===== src/design/rmq_pkg.sv =====
// ----------------------------------------------------------------------------
// rmq_pkg
// Shared widths, item types and slot codes for the rotation matrix to
// quaternion pipeline.
// ----------------------------------------------------------------------------
package rmq_pkg;

  localparam int FRAC_BITS = 14;
  localparam int FIELD_W   = 16;
  localparam int ONE_Q     = 1 << FRAC_BITS;
  localparam int LANES     = 4;

  // square-root argument, signed, with headroom for three diagonal terms
  localparam int ARG_W     = ((FRAC_BITS > 16) ? FRAC_BITS : 17) + 2;
  localparam int RAD_W     = 2 * ((ARG_W - 1 + FRAC_BITS + 1) / 2);
  localparam int ROOT_W    = RAD_W / 2;
  localparam int SQ_REM_W  = ROOT_W + 3;

  // off-diagonal sums and differences
  localparam int D_W       = FIELD_W + 1;
  localparam int DMAG_W    = FIELD_W + 1;

  // divider: numerator, denominator and quotient widths
  localparam int NUM_W     = DMAG_W + FRAC_BITS + 1;
  localparam int DEN_W     = ROOT_W + 1;
  localparam int QUO_W     = NUM_W - FRAC_BITS / 2 - 1;
  localparam int DV_REM_W  = DEN_W + 1;

  localparam int CMP_W     = 40;

  typedef enum logic [1:0] {
    SLOT_W = 2'd0,
    SLOT_X = 2'd1,
    SLOT_Y = 2'd2,
    SLOT_Z = 2'd3
  } slot_e;

  typedef struct packed {
    logic signed [FIELD_W-1:0] xa_x;
    logic signed [FIELD_W-1:0] xa_y;
    logic signed [FIELD_W-1:0] xa_z;
    logic signed [FIELD_W-1:0] ya_x;
    logic signed [FIELD_W-1:0] ya_y;
    logic signed [FIELD_W-1:0] ya_z;
    logic signed [FIELD_W-1:0] za_x;
    logic signed [FIELD_W-1:0] za_y;
    logic signed [FIELD_W-1:0] za_z;
  } rmq_in_t;

  typedef struct packed {
    logic signed [FIELD_W-1:0] q_w;
    logic signed [FIELD_W-1:0] q_x;
    logic signed [FIELD_W-1:0] q_y;
    logic signed [FIELD_W-1:0] q_z;
    logic                      degenerate;
  } rmq_out_t;

  // sideband that travels beside the square root
  typedef struct packed {
    logic                        deg;
    slot_e                       sel;
    logic [LANES-1:0][D_W-1:0]   d;
  } rmq_side_t;

  // sideband that travels beside the divider
  typedef struct packed {
    logic                        deg;
    slot_e                       sel;
    logic [LANES-1:0]            neg;
    logic [ROOT_W-1:0]           root;
  } rmq_dside_t;

endpackage


===== src/design/rmq_out.sv =====
// ----------------------------------------------------------------------------
// rmq_out
// Merge the pivot component, sign, saturate, zero degenerates, register.
// ----------------------------------------------------------------------------
module rmq_out import rmq_pkg::*; (
  input  logic                         clk_i,
  input  logic                         rst_ni,
  input  logic                         en_i,
  input  logic                         valid_i,
  input  logic [LANES-1:0][QUO_W-1:0]  quo_i,
  input  rmq_dside_t                   dside_i,
  output logic                         valid_o,
  output rmq_out_t                     data_o
);

  localparam logic signed [CMP_W-1:0] POS_LIM = CMP_W'(32767);
  localparam logic signed [CMP_W-1:0] NEG_LIM = -CMP_W'(32768);

  logic [LANES-1:0][FIELD_W-1:0] qv;
  rmq_out_t                      data_d, data_q;
  logic                          valid_q;

  always_comb begin
    logic [CMP_W-1:0]        mag, lim;
    logic signed [CMP_W-1:0] sv;
    for (int l = 0; l < LANES; l++) begin
      if (dside_i.sel == slot_e'(l)) begin
        mag = (CMP_W'(dside_i.root) + CMP_W'(1)) >> 1;
      end else begin
        mag = CMP_W'(quo_i[l]);
      end
      lim = (mag > CMP_W'(ONE_Q)) ? CMP_W'(ONE_Q) : mag;
      sv  = dside_i.neg[l] ? -$signed(lim) : $signed(lim);
      priority if (sv > POS_LIM) begin
        sv = POS_LIM;
      end else if (sv < NEG_LIM) begin
        sv = NEG_LIM;
      end
      qv[l] = dside_i.deg ? '0 : sv[FIELD_W-1:0];
    end
    data_d.q_w        = qv[0];
    data_d.q_x        = qv[1];
    data_d.q_y        = qv[2];
    data_d.q_z        = qv[3];
    data_d.degenerate = dside_i.deg;
  end

  always_ff @(posedge clk_i or negedge rst_ni) begin
    if (!rst_ni) begin
      valid_q <= 1'b0;
    end else if (en_i) begin
      valid_q <= valid_i;
    end
  end

  always_ff @(posedge clk_i) begin
    if (en_i) begin
      data_q <= data_d;
    end
  end

  assign valid_o = valid_q;
  assign data_o  = data_q;

endmodule


===== config.mk =====
export PLATFORM = sky130hd
export DESIGN_NAME = rmq_out
export DESIGN_NICKNAME = d
export VERILOG_FILES = /design/src/design/rmq_pkg.sv /design/src/design/rmq_out.sv
export SDC_FILE = /design/constraint.sdc
export NUM_CORES = 1
export LEC_CHECK = 0
export ABC_AREA = 1
export BUFFER_PORTS_ARGS = -buffer_cell sky130_fd_sc_hd__buf_2
export CORE_UTILIZATION = 48
export DETAILED_ROUTE_END_ITERATION = 8
export MAX_ROUTING_LAYER = met4
export PLACE_DENSITY = 0.78
export SYNTH_ARGS = -nofsm -noshare
export SYNTH_HDL_FRONTEND = slang
export SYNTH_SLANG_ARGS = --single-unit

===== constraint.sdc =====
create_clock -name clk_i -period 0.8 [get_ports clk_i]
set_input_delay 0.12 -clock clk_i [delete_from_list [all_inputs] [get_ports clk_i]]
set_output_delay 0.12 -clock clk_i [all_outputs]
set_load 0.005 [all_outputs]

==> flow_summary.toml, run 1 <==
[grt]
grt_use_total_pct = 79.14
grt_start_max_net_pins = 26
grt_overflow = 24

[run_status]
stop_stage = "5_1_grt"
error = "[ERROR GRT-0232] Routing congestion too high. Check the congestion heatmap in the GUI."
outcome = "stopped before the end"

[synthesis]
synth_cell_type_count = 45
yosysMostFrequentCell = "nand2_1"
ys_ff_latch = 66
synthTopCellsByCount = "nand2_1 (338), inv_1 (93), nand3_1 (92)"
avgSynthCellArea_um2 = 6.552
yosys.area_share.adder_pct = 0.9792
synth-compound-area-share_pct = 12.53
yosysWarnings = 0
syn_area_um2 = 6389
synth.area.top_cells = "edfxtp_1 (31%), nand2_1 (20%), nand3_1 (7.2%)"
synth_cells = 975
synthFlopType = "edfxtp_1"
synth_top_area_cell = "edfxtp_1"
yosys.area.top_type_share_pct = 30.55
synth_top_family_by_area = "simple AND/OR/NAND/NOR gates"
synth_edf_count = 65
yosys.area_share.simple_pct = 42.44
ys_seq_area_share_pct = 30.94
muxShareOfSynthArea_pct = 0.4113
synthArstFlopShare_pct = 1.515
synthXorXnorAreaFrac_pct = 3.839
syn_nets = 1103

[floorplanning]
start_util_pct = 50.01
rows = 41
die_w_um = 117.4
die_height_um = 117.4
ioPinCount = 189

[placement]
place_area_um2 = 9427
place_inst = 1522
dpl.hpwl_um = 18200
placement.io_buffers = 188
routabilityCongestion = 0.9616

[clocking]
numCtsBuffers = 9
cts_max_level = 3
cts_sinks = 66
root_buffer = "clkbuf_16"
clock_path_buffers = 2

[timing]
crit_endpoint = "data_o[8]$_SDFFCE_PP0P_/D"
worstEndpointType = "register input"
stage by stage:
step	setup TNS (ns)	worst slack [ns]
after floorplan	-97.75	-1.717
after global placement	-118.02	-1.895
after detailed placement	-123.92	-1.979
after CTS	-100.81	-1.511
repair_timing:
| action | in CTS |
|---|---|
| cloned | 4 |
| hold endpoints to repair | 1 |
| setup endpoints to repair | 130 |
| pin swaps | 119 |
| setup buffers | 55 |
| hold buffers | 1 |
| gates resized for setup | 261 |
layer usage:
| layer | track usage, % | GRT overflow |
|---|---|---|
| met5 | - | - |
| met4 | 80.76 | 10 |
| met3 | 62.06 | 0 |
| met2 | 93.16 | 14 |
| met1 | 77.68 | 0 |
cell families after synthesis:
logic type / count (synthesis)
xor gates and xnor gates: 28
adders and majority gates: 5
muxes: 2
and+or+nand+nor: 605
DFF: 66
buffers and inverters: 135
AOI/OAI and AO/OA: 134
==> run 2: changes to the inputs <==
Settings changed: CORE_UTILIZATION 48 to 40, MAX_ROUTING_LAYER met4 to default, PLACE_DENSITY 0.78 to default, PLACE_DENSITY_LB_ADDON from default to 0.15.
Clock period 0.8 ns to 1.05 ns, I/O delays scaled along.
==> run 2 against run 1 <==
Against the previous run:
- the flow now finishes, with violations (negative setup slack)
- synthesized area unchanged
- synthesized cell count unchanged
==> flow_summary.toml, run 2 <==
[placement]
placement.io_buffers = 188
dp_slack_ns = -1.786
dpl.hpwl_um = 18330
routabilityCongestion = 0.9699

[synthesis]
muxShareOfSynthArea_pct = 0.4113
yosysMostFrequentCell = "nand2_1"
synth_edf_count = 65
synth_cells = 975
synthTopCellsByCount = "nand2_1 (338), inv_1 (93), nand3_1 (92)"
ys_seq_area_share_pct = 30.94
synth_top_family_by_area = "simple AND/OR/NAND/NOR gates"
synth_cell_type_count = 45
yosys.area_share.adder_pct = 0.9792
yosys.area.top_type_share_pct = 30.55
syn_nets = 1103
syn_area_um2 = 6389
ys_ff_latch = 66
synth-compound-area-share_pct = 12.53
synth.area.top_cells = "edfxtp_1 (31%), nand2_1 (20%), nand3_1 (7.2%)"
synthArstFlopShare_pct = 1.515
synthXorXnorAreaFrac_pct = 3.839
yosys.area_share.simple_pct = 42.44
synth_top_area_cell = "edfxtp_1"
yosysWarnings = 0
synthFlopType = "edfxtp_1"
avgSynthCellArea_um2 = 6.552

[power_and_ir_drop]
p_per_area_nw_per_um2 = 855.1
vdd_drop_max_v = 0.0007682
p_total_w = 0.009172
leakage_nw = 5.189

[clocking]
cts.reportedPaths.clkPinSlew_ns = 0.06
insertion_delay_ns = 0.33
clock_path_buffers = 2
cts_max_level = 3
cts_tree = "done"
numCtsBuffers = 9
cts_sinks = 66
root_buffer = "clkbuf_16"

[floorplanning]
die_height_um = 128.4
rows = 45
start_util_pct = 41.56
ioPinCount = 189
die_area_um2 = 16480
coreArea_um2 = 15370
die_w_um = 128.4

[final_layout]
fill_cells = 1330
syn_to_final_growth_pct = 67.90
drive_gt1_share_pct = 49.07
final_common_cell = "nand2_1"
final_cell_mix = "nand2_1 (268), buf_4 (218), buf_2 (183)"
largest_reg_flops = 65
fin_nets = 1515

[timing]
worst_pin_slew_ns = 0.6609
post-route-period-util_pct = 228.5
rsz0062_at_grt = "yes"
final-max-slew-violation-count = 0
clock_skew_ns = 0
final-hold-violation-count = 0
final-setup-viol-count = 64
slew_headroom_pct = 55.56
fmax_ghz = 0.4169
period_minus_slack_ns = 2.399
layout_setup_ws_ns = -1.349

[drt]
first_pass_iters = 6
wirelength_um = 23120
drtIter0Drc = 441
route.detailed.drc = 0
wire_per_inst_um = 14.38
avgViaCountPerCell = 5.002
drtAntennaViolNets = 0
num_vias = 8043

[setup_path]
startpoint_type = "input pin"
crit_type = "input pin to flip-flop"
ff2ff_setup_slack_ns = 0.32
cp.arrival_ns = 2.47
cp-end-kind = "flip-flop"
path_max_fanout = 8
cp_data_required_time_ns = 1.12

[grt]
grt_overflow = 0
grt_start_max_net_pins = 25
first_global_vias = 7352
antenna_found_initial = 4
grt_first_pass_wirelength_um = 35890
grt_use_total_pct = 27.95

[flow_run]
maxCapViolCount = 0

[min_path]
min_path_type = "input pin to flip-flop"

[run_status]
violations = "negative setup slack"
outcome = "finished with violations"
-- run 2: path summary, 6_finish.rpt --
kind | from | to | cells after the start
min in group asynchronous | rst_ni | valid_o | 2
max in group asynchronous | rst_ni | valid_o | 2
worst max-delay path | dside_i[0] | data_o[26] | 18
worst min-delay path | valid_i | valid_o | 2
worst max register to register | valid_o | valid_o | 1
worst min register to register | valid_o | valid_o | 1
-- run 2: cells by family (layout without fill, tap and decap cells) --
kind of cell             Yosys count  count (layout)
adder cells (fa/ha/maj)            5               5
AND/OR/NAND/NOR                  605             608
buffers and inverters            135             549
multiplexers                       2               2
XOR/XNOR                          28              28
AO/OA/AOI/OAI                    134             134
flip-flops                        66              66
other                              0               5
-- run 2: metal layers --
metal  track usage (%)  vias up  share of wire [%]
li1                  -     4066                  -
met3             4.158       34                6.0
met1             37.61     3655                 45
met5                 0        -                  0
met2             46.26      288                 47
met4             8.651        0                2.1
-- run 2: stage by stage --
step	util, %	setup TNS, ns	cells	area (µm²)	hold slack, ns
after detailed placement	61.64	-106.44	1556	9475	-0.06534
after CTS	67.90	-76.25	1597	10440	0.04300
after global routing	69.77	-89.59	1607	10720	0.05120
final	69.78	-80.26	1608	10730	0.05579
after floorplan	-	-84.15	975	6740	-0.1381
after global placement	61.64	-104.70	1556	9475	-0.06803
-- run 2: area by class of cell --
cell class	instances	area, µm²	area share, %
inverter	103	401.6	3.744
clock buffer	11	242.7	2.263
multi-input combinational	777	4782	44.58
sequential	66	1977	18.43
timing repair buffer	430	2969	27.68
clock inverter	5	77.57	0.7232
antenna	5	12.51	0.1166
tap	211	264.0	2.461
-- run 2: power breakdown --
part           switching [W]  internal (W)
combinational        0.00150       0.00131
clock                0.00111       0.00213
sequential         0.0000420       0.00308
-- run 2: critical path, cell delays in order --
cell and delay (ns):
buf_6 0.09, ha_4 0.18, nand2_8 0.09, nor2_8 0.17, nand2_2 0.09, buf_6 0.12
nand2_2 0.05, nand3_2 0.05, nand2_1 0.07, buf_4 0.10, buf_4 0.09, inv_1 0.06
o41ai_4 0.41, nand2_1 0.17, nor2_4 0.20, nand3_4 0.16, nand3_1 0.14, a21oi_2 0.05
-- run 2: what timing repair did --
item / CTS / global route
pin swaps: 67 / 34
endpoints found under the setup margin: 64 / 64
gates cloned: 2 / 1
gates resized for setup: 124 / 65
hold endpoints to repair: 1 / 0
hold buffers: 1 / 0
setup buffers: 22 / 5
(Power assumes the default switching activity.)
