==> src/design/rmq_pkg.sv <==
// ----------------------------------------------------------------------------
// rmq_pkg
// Shared widths, item types and slot codes for the rotation matrix to
// quaternion pipeline.
// ----------------------------------------------------------------------------
package rmq_pkg;

  localparam int FRAC_BITS = 14;
  localparam int FIELD_W   = 16;
  localparam int ONE_Q     = 1 << FRAC_BITS;
  localparam int LANES     = 4;

  // square-root argument, signed, with headroom for three diagonal terms
  localparam int ARG_W     = ((FRAC_BITS > 16) ? FRAC_BITS : 17) + 2;
  localparam int RAD_W     = 2 * ((ARG_W - 1 + FRAC_BITS + 1) / 2);
  localparam int ROOT_W    = RAD_W / 2;
  localparam int SQ_REM_W  = ROOT_W + 3;

  // off-diagonal sums and differences
  localparam int D_W       = FIELD_W + 1;
  localparam int DMAG_W    = FIELD_W + 1;

  // divider: numerator, denominator and quotient widths
  localparam int NUM_W     = DMAG_W + FRAC_BITS + 1;
  localparam int DEN_W     = ROOT_W + 1;
  localparam int QUO_W     = NUM_W - FRAC_BITS / 2 - 1;
  localparam int DV_REM_W  = DEN_W + 1;

  localparam int CMP_W     = 40;

  typedef enum logic [1:0] {
    SLOT_W = 2'd0,
    SLOT_X = 2'd1,
    SLOT_Y = 2'd2,
    SLOT_Z = 2'd3
  } slot_e;

  typedef struct packed {
    logic signed [FIELD_W-1:0] xa_x;
    logic signed [FIELD_W-1:0] xa_y;
    logic signed [FIELD_W-1:0] xa_z;
    logic signed [FIELD_W-1:0] ya_x;
    logic signed [FIELD_W-1:0] ya_y;
    logic signed [FIELD_W-1:0] ya_z;
    logic signed [FIELD_W-1:0] za_x;
    logic signed [FIELD_W-1:0] za_y;
    logic signed [FIELD_W-1:0] za_z;
  } rmq_in_t;

  typedef struct packed {
    logic signed [FIELD_W-1:0] q_w;
    logic signed [FIELD_W-1:0] q_x;
    logic signed [FIELD_W-1:0] q_y;
    logic signed [FIELD_W-1:0] q_z;
    logic                      degenerate;
  } rmq_out_t;

  // sideband that travels beside the square root
  typedef struct packed {
    logic                        deg;
    slot_e                       sel;
    logic [LANES-1:0][D_W-1:0]   d;
  } rmq_side_t;

  // sideband that travels beside the divider
  typedef struct packed {
    logic                        deg;
    slot_e                       sel;
    logic [LANES-1:0]            neg;
    logic [ROOT_W-1:0]           root;
  } rmq_dside_t;

endpackage

==> src/design/rmq_sqrt.sv <==
// ----------------------------------------------------------------------------
// rmq_sqrt
// Pipelined integer square root, one result bit per stage.
// ----------------------------------------------------------------------------
module rmq_sqrt import rmq_pkg::*; (
  input  logic              clk_i,
  input  logic              rst_ni,
  input  logic              en_i,
  input  logic              valid_i,
  input  logic [RAD_W-1:0]  rad_i,
  input  rmq_side_t         side_i,
  output logic              valid_o,
  output logic [ROOT_W-1:0] root_o,
  output rmq_side_t         side_o
);

  logic                    v_q    [ROOT_W];
  logic [RAD_W-1:0]        rad_q  [ROOT_W];
  logic [SQ_REM_W-1:0]     rem_q  [ROOT_W];
  logic [ROOT_W-1:0]       root_q [ROOT_W];
  rmq_side_t               side_q [ROOT_W];

  for (genvar k = 0; k < ROOT_W; k++) begin : g_st
    logic                v_in;
    logic [RAD_W-1:0]    rad_in;
    logic [SQ_REM_W-1:0] rem_in, rem_sh, trial, rem_d;
    logic [ROOT_W-1:0]   root_in, root_d;
    rmq_side_t           side_in;
    logic                ge;

    if (k == 0) begin : g_head
      assign v_in    = valid_i;
      assign rad_in  = rad_i;
      assign rem_in  = '0;
      assign root_in = '0;
      assign side_in = side_i;
    end else begin : g_body
      assign v_in    = v_q[k-1];
      assign rad_in  = rad_q[k-1];
      assign rem_in  = rem_q[k-1];
      assign root_in = root_q[k-1];
      assign side_in = side_q[k-1];
    end

    always_comb begin
      rem_sh = {rem_in[SQ_REM_W-3:0], rad_in[RAD_W-1 -: 2]};
      trial  = SQ_REM_W'({root_in, 2'b01});
      ge     = (rem_sh >= trial);
      rem_d  = ge ? (rem_sh - trial) : rem_sh;
      root_d = {root_in[ROOT_W-2:0], ge};
    end

    always_ff @(posedge clk_i or negedge rst_ni) begin
      if (!rst_ni) begin
        v_q[k] <= 1'b0;
      end else if (en_i) begin
        v_q[k] <= v_in;
      end
    end

    always_ff @(posedge clk_i) begin
      if (en_i) begin
        rad_q[k]  <= rad_in << 2;
        rem_q[k]  <= rem_d;
        root_q[k] <= root_d;
        side_q[k] <= side_in;
      end
    end
  end

  assign valid_o = v_q[ROOT_W-1];
  assign root_o  = root_q[ROOT_W-1];
  assign side_o  = side_q[ROOT_W-1];

endmodule

==> config.mk <==
export PLATFORM = sky130hd
export DESIGN_NAME = rmq_sqrt
export DESIGN_NICKNAME = d
export VERILOG_FILES = /design/src/design/rmq_pkg.sv /design/src/design/rmq_sqrt.sv
export SDC_FILE = /design/constraint.sdc
export NUM_CORES = 1
export LEC_CHECK = 0
export ABC_AREA = 1
export ABC_CLOCK_PERIOD_IN_PS = 1950
export BUFFER_PORTS_ARGS = -buffer_cell sky130_fd_sc_hd__buf_2
export CORE_MARGIN = 10
export CORE_UTILIZATION = 45
export DETAILED_ROUTE_END_ITERATION = 12
export SYNTH_ARGS = -nofsm -noshare
export SYNTH_HDL_FRONTEND = slang
export SYNTH_SLANG_ARGS = --single-unit
==> constraint.sdc <==
create_clock -name clk_i -period 1.95 [get_ports clk_i]
set_input_delay 0.39 -clock clk_i [delete_from_list [all_inputs] [get_ports clk_i]]
set_output_delay 0.39 -clock clk_i [all_outputs]
set_load 0.02 [all_outputs]
* After elaboration in Yosys (flattened, before gate mapping) *
Memory sizes are Yosys's and may differ from the RTL's.
Cells that the tools add are included.

word-level totals
  output and inout bits = 88
  memories = 4
  word-level logic and storage cells = 70
  bits of input ports = 107
  bits in writable memories = 2,176
  register bits after elaboration = 16

cells by class
  add/subtract/negate cells = 16
  mux-type cells = 18
  order comparisons = 16

memories
  memory  words  bits a word  rd ports  clocked after Yosys merged registers in  write ports  RTL line        RTL
  side_q  16     71           16        0                                        16           rmq_sqrt.sv:21  rmq_side_t side_q [ROOT_W];
  rad_q   16     30           15        0                                        16           rmq_sqrt.sv:18  logic [RAD_W-1:0] rad_q [ROOT_W];
  rem_q   16     19           15        0                                        16           rmq_sqrt.sv:19  logic [SQ_REM_W-1:0] rem_q [ROOT_W];
  root_q  16     16           16        0                                        16           rmq_sqrt.sv:20  logic [ROOT_W-1:0] root_q [ROOT_W];

operator list
  cell                   number
  $mux W19               16
  $ge A19 B18 Y1         15
  $sub A19 B18 Y19       15
  $sub A2 B1 Y3 const B  1
  $ge A2 B1 Y1 const B   1
  $mux W1                2

* Longest topological paths before layout *
Gate-level depths: netlist of run 1.
An unclocked memory read counts as a cell.

  word-level depth = 3
  depth in mapped cells = 14

* Least setup slack after synthesis of run 1 *
No wires, ideal clock.

  path type = reg2reg
  start = memory rem_q[1][48] (netlist name)
  end = memory rem_q[1][65] (netlist name) (data pin)
  cell stages (with the launch flop) = 9
  arrival time = 1,657 ps
  setup slack = 39 ps
  period minus slack after synthesis = 1,911 ps
  data required time = 1,696 ps
  cells stage by stage = edfxtp_1 -> ha_1 -> a21oi_1 -> nand3_1 -> a21oi_2 -> nand4_4 -> buf_6 -> nand2_1 -> nand2_1

RTL lines
  item         RTL line
  from (decl)  rmq_sqrt.sv:19

==> key figures, run 1 <==
Run status
  • Status: finished, violations left
  • Failing checks: negative setup slack

Global routing
  • Overflow left after global routing: 0
  • First-pass GRT wire length: 190000 um
  • Antenna violations before repair: 0
  • GRT Overall Usage: 14.3%
  • Largest net degree at the start of global routing: 115
  • Number of global-route vias before repair: 37000

STA
  • Setup TNS: -4.22 ns
  • Fmax: 478 MHz
  • Setup violators final: 92
  • Min cycle time layout: 2.09 ns
  • PnR worst setup slack: -0.140 ns
  • Relative slew slack: 52.4%
  • Layout Skew: 0.0764 ns
  • Actual slew at the worst max-slew pin: 0.712 ns
  • Period utilisation layout: 107%
  • Final Max Tran Viols: 0
  • Hold Fails Final Rpt: 0
  • Unrepaired setup endpoints after global routing: true

Drt
  • First drt pass iteration count: 7
  • 1st-iter DRT viols: 2082
  • DR vias: 37300
  • Avg Vias per Cell: 4.73
  • DRT antenna net count: 0
  • Final WL: 123000 um
  • Post-detailed-route wirelength per cell: 15.6 um
  • DRC viols: 0

Setup path
  • FF-to-FF path depth: 12
  • Worst setup startpoint: rem_q[1][2]
  • Reg2reg end: rem_q[1][27]
  • Worst-path fanout max: 7
  • Worst path buffer plus inverter count: 3
  • FF-to-FF setup slack: -0.14 ns
  • Worst R2R Start: rem_q[1][2]
  • Worst Path Arrival: 2.58 ns
  • Worst path required time: 2.44 ns
  • Worst path slowest cell: edfxtp_1
  • Crit path max-delay family: simple AND/OR/NAND/NOR gates
  • Cell depth of the worst setup path: 12
  • Crit path largest cell delay: 0.45 ns
  • CP endpoint: rem_q[1][27]
  • Setup crit end kind: flip-flop
  • Startpoint Class: flip-flop
  • Crit Path Class: reg2reg
  • CP cell instances: ha_4 -> nand2_4 -> inv_2 -> nand2_2 -> nor2_1 -> nand2_1 -> o21bai_2 -> nor2_4 -> buf_6 -> buf_6 -> nand2_2 -> nand2_1

Synthesis
  • Syn_nets: 4861
  • Simple-gate share of the synthesized area: 11.0%
  • Mux cell area share after synthesis: 0.0337%
  • Post-synth EDFFs: 1749
  • Most common cell in the netlist: edfxtp_1
  • Post-Syn Instances: 4602
  • Main combinational cell family by area after synthesis: simple AND/OR/NAND/NOR gates
  • Fraction of registers with async set/reset: 0.907%
  • Register bit total from synthesis: 1765
  • Largest cells by area after synthesis: edfxtp_1 79%, nand2_1 6.2%, inv_1 3.4%
  • Yosys cell types: 49
  • Share of the synthesized area in the top cell type: 78.6%
  • Syn Area/Cell: 14.5 um2
  • Synth Area in Adders: 2.85%
  • Synth Area in Compound Gates: 1.82%
  • Synth cell count leaders: 1749 x edfxtp_1, 1102 x nand2_1, 614 x inv_1
  • YS warnings: 0
  • Mapped Area: 0.0668 mm2
  • Most used DFF post-synth: edfxtp_1
  • Post-synthesis xor/xnor area fraction: 1.15%
  • Synth area leader: edfxtp_1
  • Register area share after synthesis: 79.2%

Final layout
  • Fraction of layout cells with a size suffix above 1: 33.5%
  • Antenna diodes: 0
  • # nets final: 6077
  • Final instance area: 0.0871 mm2
  • Syn-to-layout area delta: 30.4%
  • Final core occ: 59.0%
  • # fillers: 11200

Floorplanning
  • Die W: 405 um
  • Die height: 405 um
  • FP Rows: 141
  • Ports: 195
  • Core ar.: 0.148 mm2
  • Starting density of the core: 45.2%
  • Die area: 0.164 mm2

Min path
  • HP Start: side_i[70]
  • Min-Delay Path Class: in2reg

Placement
  • HPWL after DPL: 78200 um
  • Placed cell areas: 0.0743 mm2
  • RD Place Congestion: 0.842
  • Pre-CTS WS: -0.312 ns
  • IO buf count: 194

CTS
  • Clock Sinks: 1765
  • Clock slew at reported path FFs: 0.07 ns
  • CTS root buffer: clkbuf_16
  • Max clock buf depth: 3
  • Worst skew pair latency: 0.81 ns
  • CTS HTree Levels: 4
  • CTS tree: yes
  • TritonCTS buffer count: 176

Pwr
  • Power per standard cell area: 1050 mW/mm2
  • Power, Total: 91.1 mW
  • Leakage power: 34.8 nW
  • Maximum VDD drop: 0.000793 V

Flow run
  • Max-cap viol count: 0
worst min-delay path by stage:
stage                     to  slack [ns]  cells past startpoint
2_1_floorplan  g_st[10].v_in        0.09                      0
3_3_place_gp         valid_o        0.33                      1
3_5_place_dp         valid_o        0.33                      1
4_1_cts        side_q[0][40]        0.21                      2
5_1_grt        side_q[0][12]        0.23                      2
6_report       side_q[0][70]        0.27                      2
sequential cells by signal, indices dropped and copies added (netlist names):
register	cells
root_q	136
g_st.v_in	15
valid_o	1
rem_q	237
side_q	1136
rad_q	240
cell type report:
cell class              count  area (um2)  area share, %
clock inverters           106        1130           1.30
inverters                 626        2400           2.75
well taps                1930        2410           2.77
repair buffers           1067        8730           10.0
flip-flops and latches   1765       52900           60.8
multi-input cells        2182       15000           17.2
clock buffers             215        4560           5.24
repair_timing:
action	4_1_cts	5_1_grt
setup buffers	90	139
resized for setup	343	619
endpoints found under the hold margin	122	0
hold buffers	109	0
setup endpoints to repair	202	224
cloned	12	9
pin swaps	105	298
worst reg2reg max path, stage by stage (launching register included):
cell      delay, ns
edfxtp_1       0.45
ha_4           0.33
nand2_4        0.06
inv_2          0.06
nand2_2        0.06
nor2_1         0.12
nand2_1        0.07
o21bai_2       0.16
nor2_4         0.10
buf_6          0.14
buf_6          0.11
nand2_2        0.05
nand2_1        0.05
cell families (layout without fill, tap and decap cells):
kind of cell	Yosys count	in the layout
flip-flops	1765	1765
XOR/XNOR	88	88
AND/OR/NAND/NOR	1704	1712
multiplexers	2	2
other	1	1
AO/OA/AOI/OAI	227	227
buffers and inverters	663	2014
adder cells (fa/ha/maj)	152	152
per-stage QoR:
step / cells / hold WS [ns]
floorplan: 4602 / 0.0944
global placement: 7219 / 0.327
detailed placement: 7219 / 0.330
CTS: 7749 / 0.206
global route: 7891 / 0.231
finish: 7891 / 0.275
routing by layer:
metal  wire length (um)  track usage (%)  vias up
li1                   -                -    18500
met4               4010             5.41        0
met1              51700             18.0    17900
met3               4950             3.06      292
met2              62100             24.2      599
met5                  0                0        -
power breakdown:
part	switching, mW	total [mW]	internal, mW	leakage (nW)
Combinational	6.70	12.3	5.62	14.8
Sequential	1.26	46.3	45.1	17.2
Clock	14.1	32.4	18.3	2.73
cells in the final DEF, fill, tap and decap left out, types with 36 or more instances in the layout:
| master | count |
|---|---|
| edfxtp_1 | 1749 |
| nand2_1 | 818 |
| buf_4 | 665 |
| inv_1 | 509 |
| nand2_2 | 236 |
| buf_2 | 191 |
| clkbuf_16 | 182 |
| nor2_1 | 158 |
| nand3_1 | 128 |
| dlygate4sd3_1 | 109 |
| inv_2 | 107 |
| ha_4 | 103 |
| nand4_1 | 90 |
| nand2_4 | 65 |
| a21oi_1 | 63 |
| xor2_1 | 60 |
| a21oi_2 | 49 |
| ha_1 | 46 |
| buf_12 | 45 |
| buf_6 | 43 |
| o21ai_0 | 39 |
| clkinv_1 | 39 |
| clkbuf_1 | 38 |
| nand3_2 | 36 |
(Power assumes the default switching activity.)
==> run 2: changes to the inputs <==
Settings changed: ABC_CLOCK_PERIOD_IN_PS 1950 to 2250.
Clock period 1.95 ns to 2.25 ns, I/O delays scaled along.
==> key figures, run 2 (same netlist as run 1, synthesis figures left out) <==
Run status
  • Status: finished clean

Setup path
  • Reg2reg end: rem_q[1][61]
  • FF-to-FF path depth: 11
  • Worst Path Arrival: 2.68 ns
  • Setup crit end kind: flip-flop
  • Worst path required time: 2.76 ns
  • Worst-path fanout max: 13
  • Startpoint Class: flip-flop
  • Crit Path Class: reg2reg
  • FF-to-FF setup slack: 0.07 ns
  • Worst R2R Start: root_q[5][6]

Global routing
  • Largest net degree at the start of global routing: 70
  • Number of global-route vias before repair: 34700
  • Grt met1 use: 18.1%
  • Antenna violations before repair: 2
  • Met3 GRT Util: 3.04%
  • Overflow left after global routing: 0
  • GR Util met2: 22.6%
  • First-pass GRT wire length: 181000 um
  • GRT Overall Usage: 13.7%
  • GRT busiest layer: met2

Drt
  • First drt pass iteration count: 5
  • DR vias: 34500
  • 1st-iter DRT viols: 2005
  • DRC viols: 0
  • Final WL: 112000 um
  • Avg Vias per Cell: 4.69
  • DRT antenna net count: 0
  • Post-detailed-route wirelength per cell: 15.2 um

CTS
  • CTS tree: yes
  • CTS HTree Levels: 4
  • Clock Sinks: 1765
  • CTS root buffer: clkbuf_16
  • TritonCTS buffer count: 180
  • Max clock buf depth: 3
  • Worst skew pair latency: 0.82 ns
  • Clock slew at reported path FFs: 0.07 ns

Final layout
  • Fraction of layout cells with a size suffix above 1: 15.2%
  • Largest reg by FF count: side_q
  • # nets final: 5549
  • Commonest cells after routing, fill and taps aside: 1749 x edfxtp_1, 1098 x nand2_1, 610 x inv_1
  • Largest regs: side_q (1136), rad_q (240), rem_q (237)
  • Max reg flops: 1136
  • Post-Layout Cell Count: 7369
  • Commonest non-fill, non-tap cell in the layout: edfxtp_1
  • Final instance area: 0.0798 mm2
  • Syn-to-layout area delta: 19.4%
  • Antenna diodes: 0

Placement
  • # placed instances: 6912
  • RD Place Congestion: 0.853
  • HPWL after DPL: 75900 um
  • Pre-CTS WS: -0.0648 ns
  • IO buf count: 194
  • Placed cell areas: 0.0722 mm2

Min path
  • Min-Delay Path Class: in2async

Floorplanning
  • Ports: 195
  • Die W: 405 um
  • FP Rows: 141
  • Die area: 0.164 mm2
  • Starting density of the core: 45.2%
  • Core ar.: 0.148 mm2
  • Die height: 405 um

STA
  • Hold Fails Final Rpt: 0
  • Final Max Tran Viols: 0
  • Period utilisation layout: 96.7%
  • Min cycle time layout: 2.18 ns
  • Setup violators final: 0
  • Fmax: 460 MHz
  • PnR worst setup slack: 0.0741 ns
  • Layout Skew: 0.0606 ns

Flow run
  • Max-cap viol count: 0

Pwr
  • Leakage power: 31.9 nW
  • Maximum VDD drop: 0.000728 V
  • Power per standard cell area: 964 mW/mm2
  • Power, Total: 76.9 mW
==> run 2: area by class of cell <==
class                           count  area (um2)
Clock buffer                      214        4660
Clock inverter                    117        1370
Fill cell                       11900       67900
Inverter                          626        2360
Multi-Input combinational cell   2176       11600
Sequential cell                  1765       52900
Tap cell                         1930        2410
Timing Repair Buffer              541        4430
==> run 2: power by group <==
part | total, mW | internal, mW | leakage, nW | switching (mW)
Sequential | 40.1 | 39.1 | 17.2 | 1.01
Combinational | 7.19 | 2.71 | 11.8 | 4.49
Clock | 29.7 | 17.2 | 2.91 | 12.4
Total | 76.9 | 59.0 | 31.9 | 17.9
==> run 2: worst max path at each step <==
stage	slack, ns	to	cells after the start	startpoint
after global placement	-0.02	rem_q[0][71]	8	rem_q[0][40]
after detailed placement	-0.06	rem_q[0][72]	8	rem_q[0][40]
after floorplan	0.34	rem_q[1][65]	8	rem_q[1][48]
after CTS	0.01	rem_q[1][20]	9	root_q[4][6]
after global routing	-0.003	rem_q[1][115]	9	rem_q[1][107]
final	0.07	rem_q[1][61]	11	root_q[5][6]
==> run 2: metal layers <==
metal,share of wire (%),wire length (um)
met5,0,0
met4,2.5,2780
met3,4.4,4970
met2,48,53900
met1,45,50700
==> run 2: critical path, stage by stage (launching register included) <==
cell	delay, ns
edfxtp_1	0.43
inv_1	0.06
ha_1	0.31
buf_4	0.12
nand2_1	0.09
inv_2	0.09
nand2_1	0.10
nor3_4	0.25
a21oi_2	0.10
buf_12	0.16
nand4_1	0.07
nand2_1	0.08
==> run 2: per-stage QoR <==
| stage | utilization, % | hold slack, ns | setup TNS (ns) |
|---|---|---|---|
| 3_5_place_dp | 48.9 | 0.390 | -0.387 |
| 4_1_cts | 53.7 | 0.0215 | 0 |
| 3_3_place_gp | 48.9 | 0.383 | -0.0850 |
| 2_1_floorplan | - | 0.154 | 0 |
| 6_report | 54.0 | 0.0751 | 0 |
| 5_1_grt | 54.0 | 0.0810 | -0.00481 |
==> run 2: repair_timing <==
item                                    in CTS  in global routing
hold buffers                               107                  0
pin swaps                                    0                  8
endpoints found under the setup margin       8                134
resized for setup                            2                 55
endpoints found under the hold margin      126                  0
setup buffers                                0                 17
gates cloned                                 0                  2
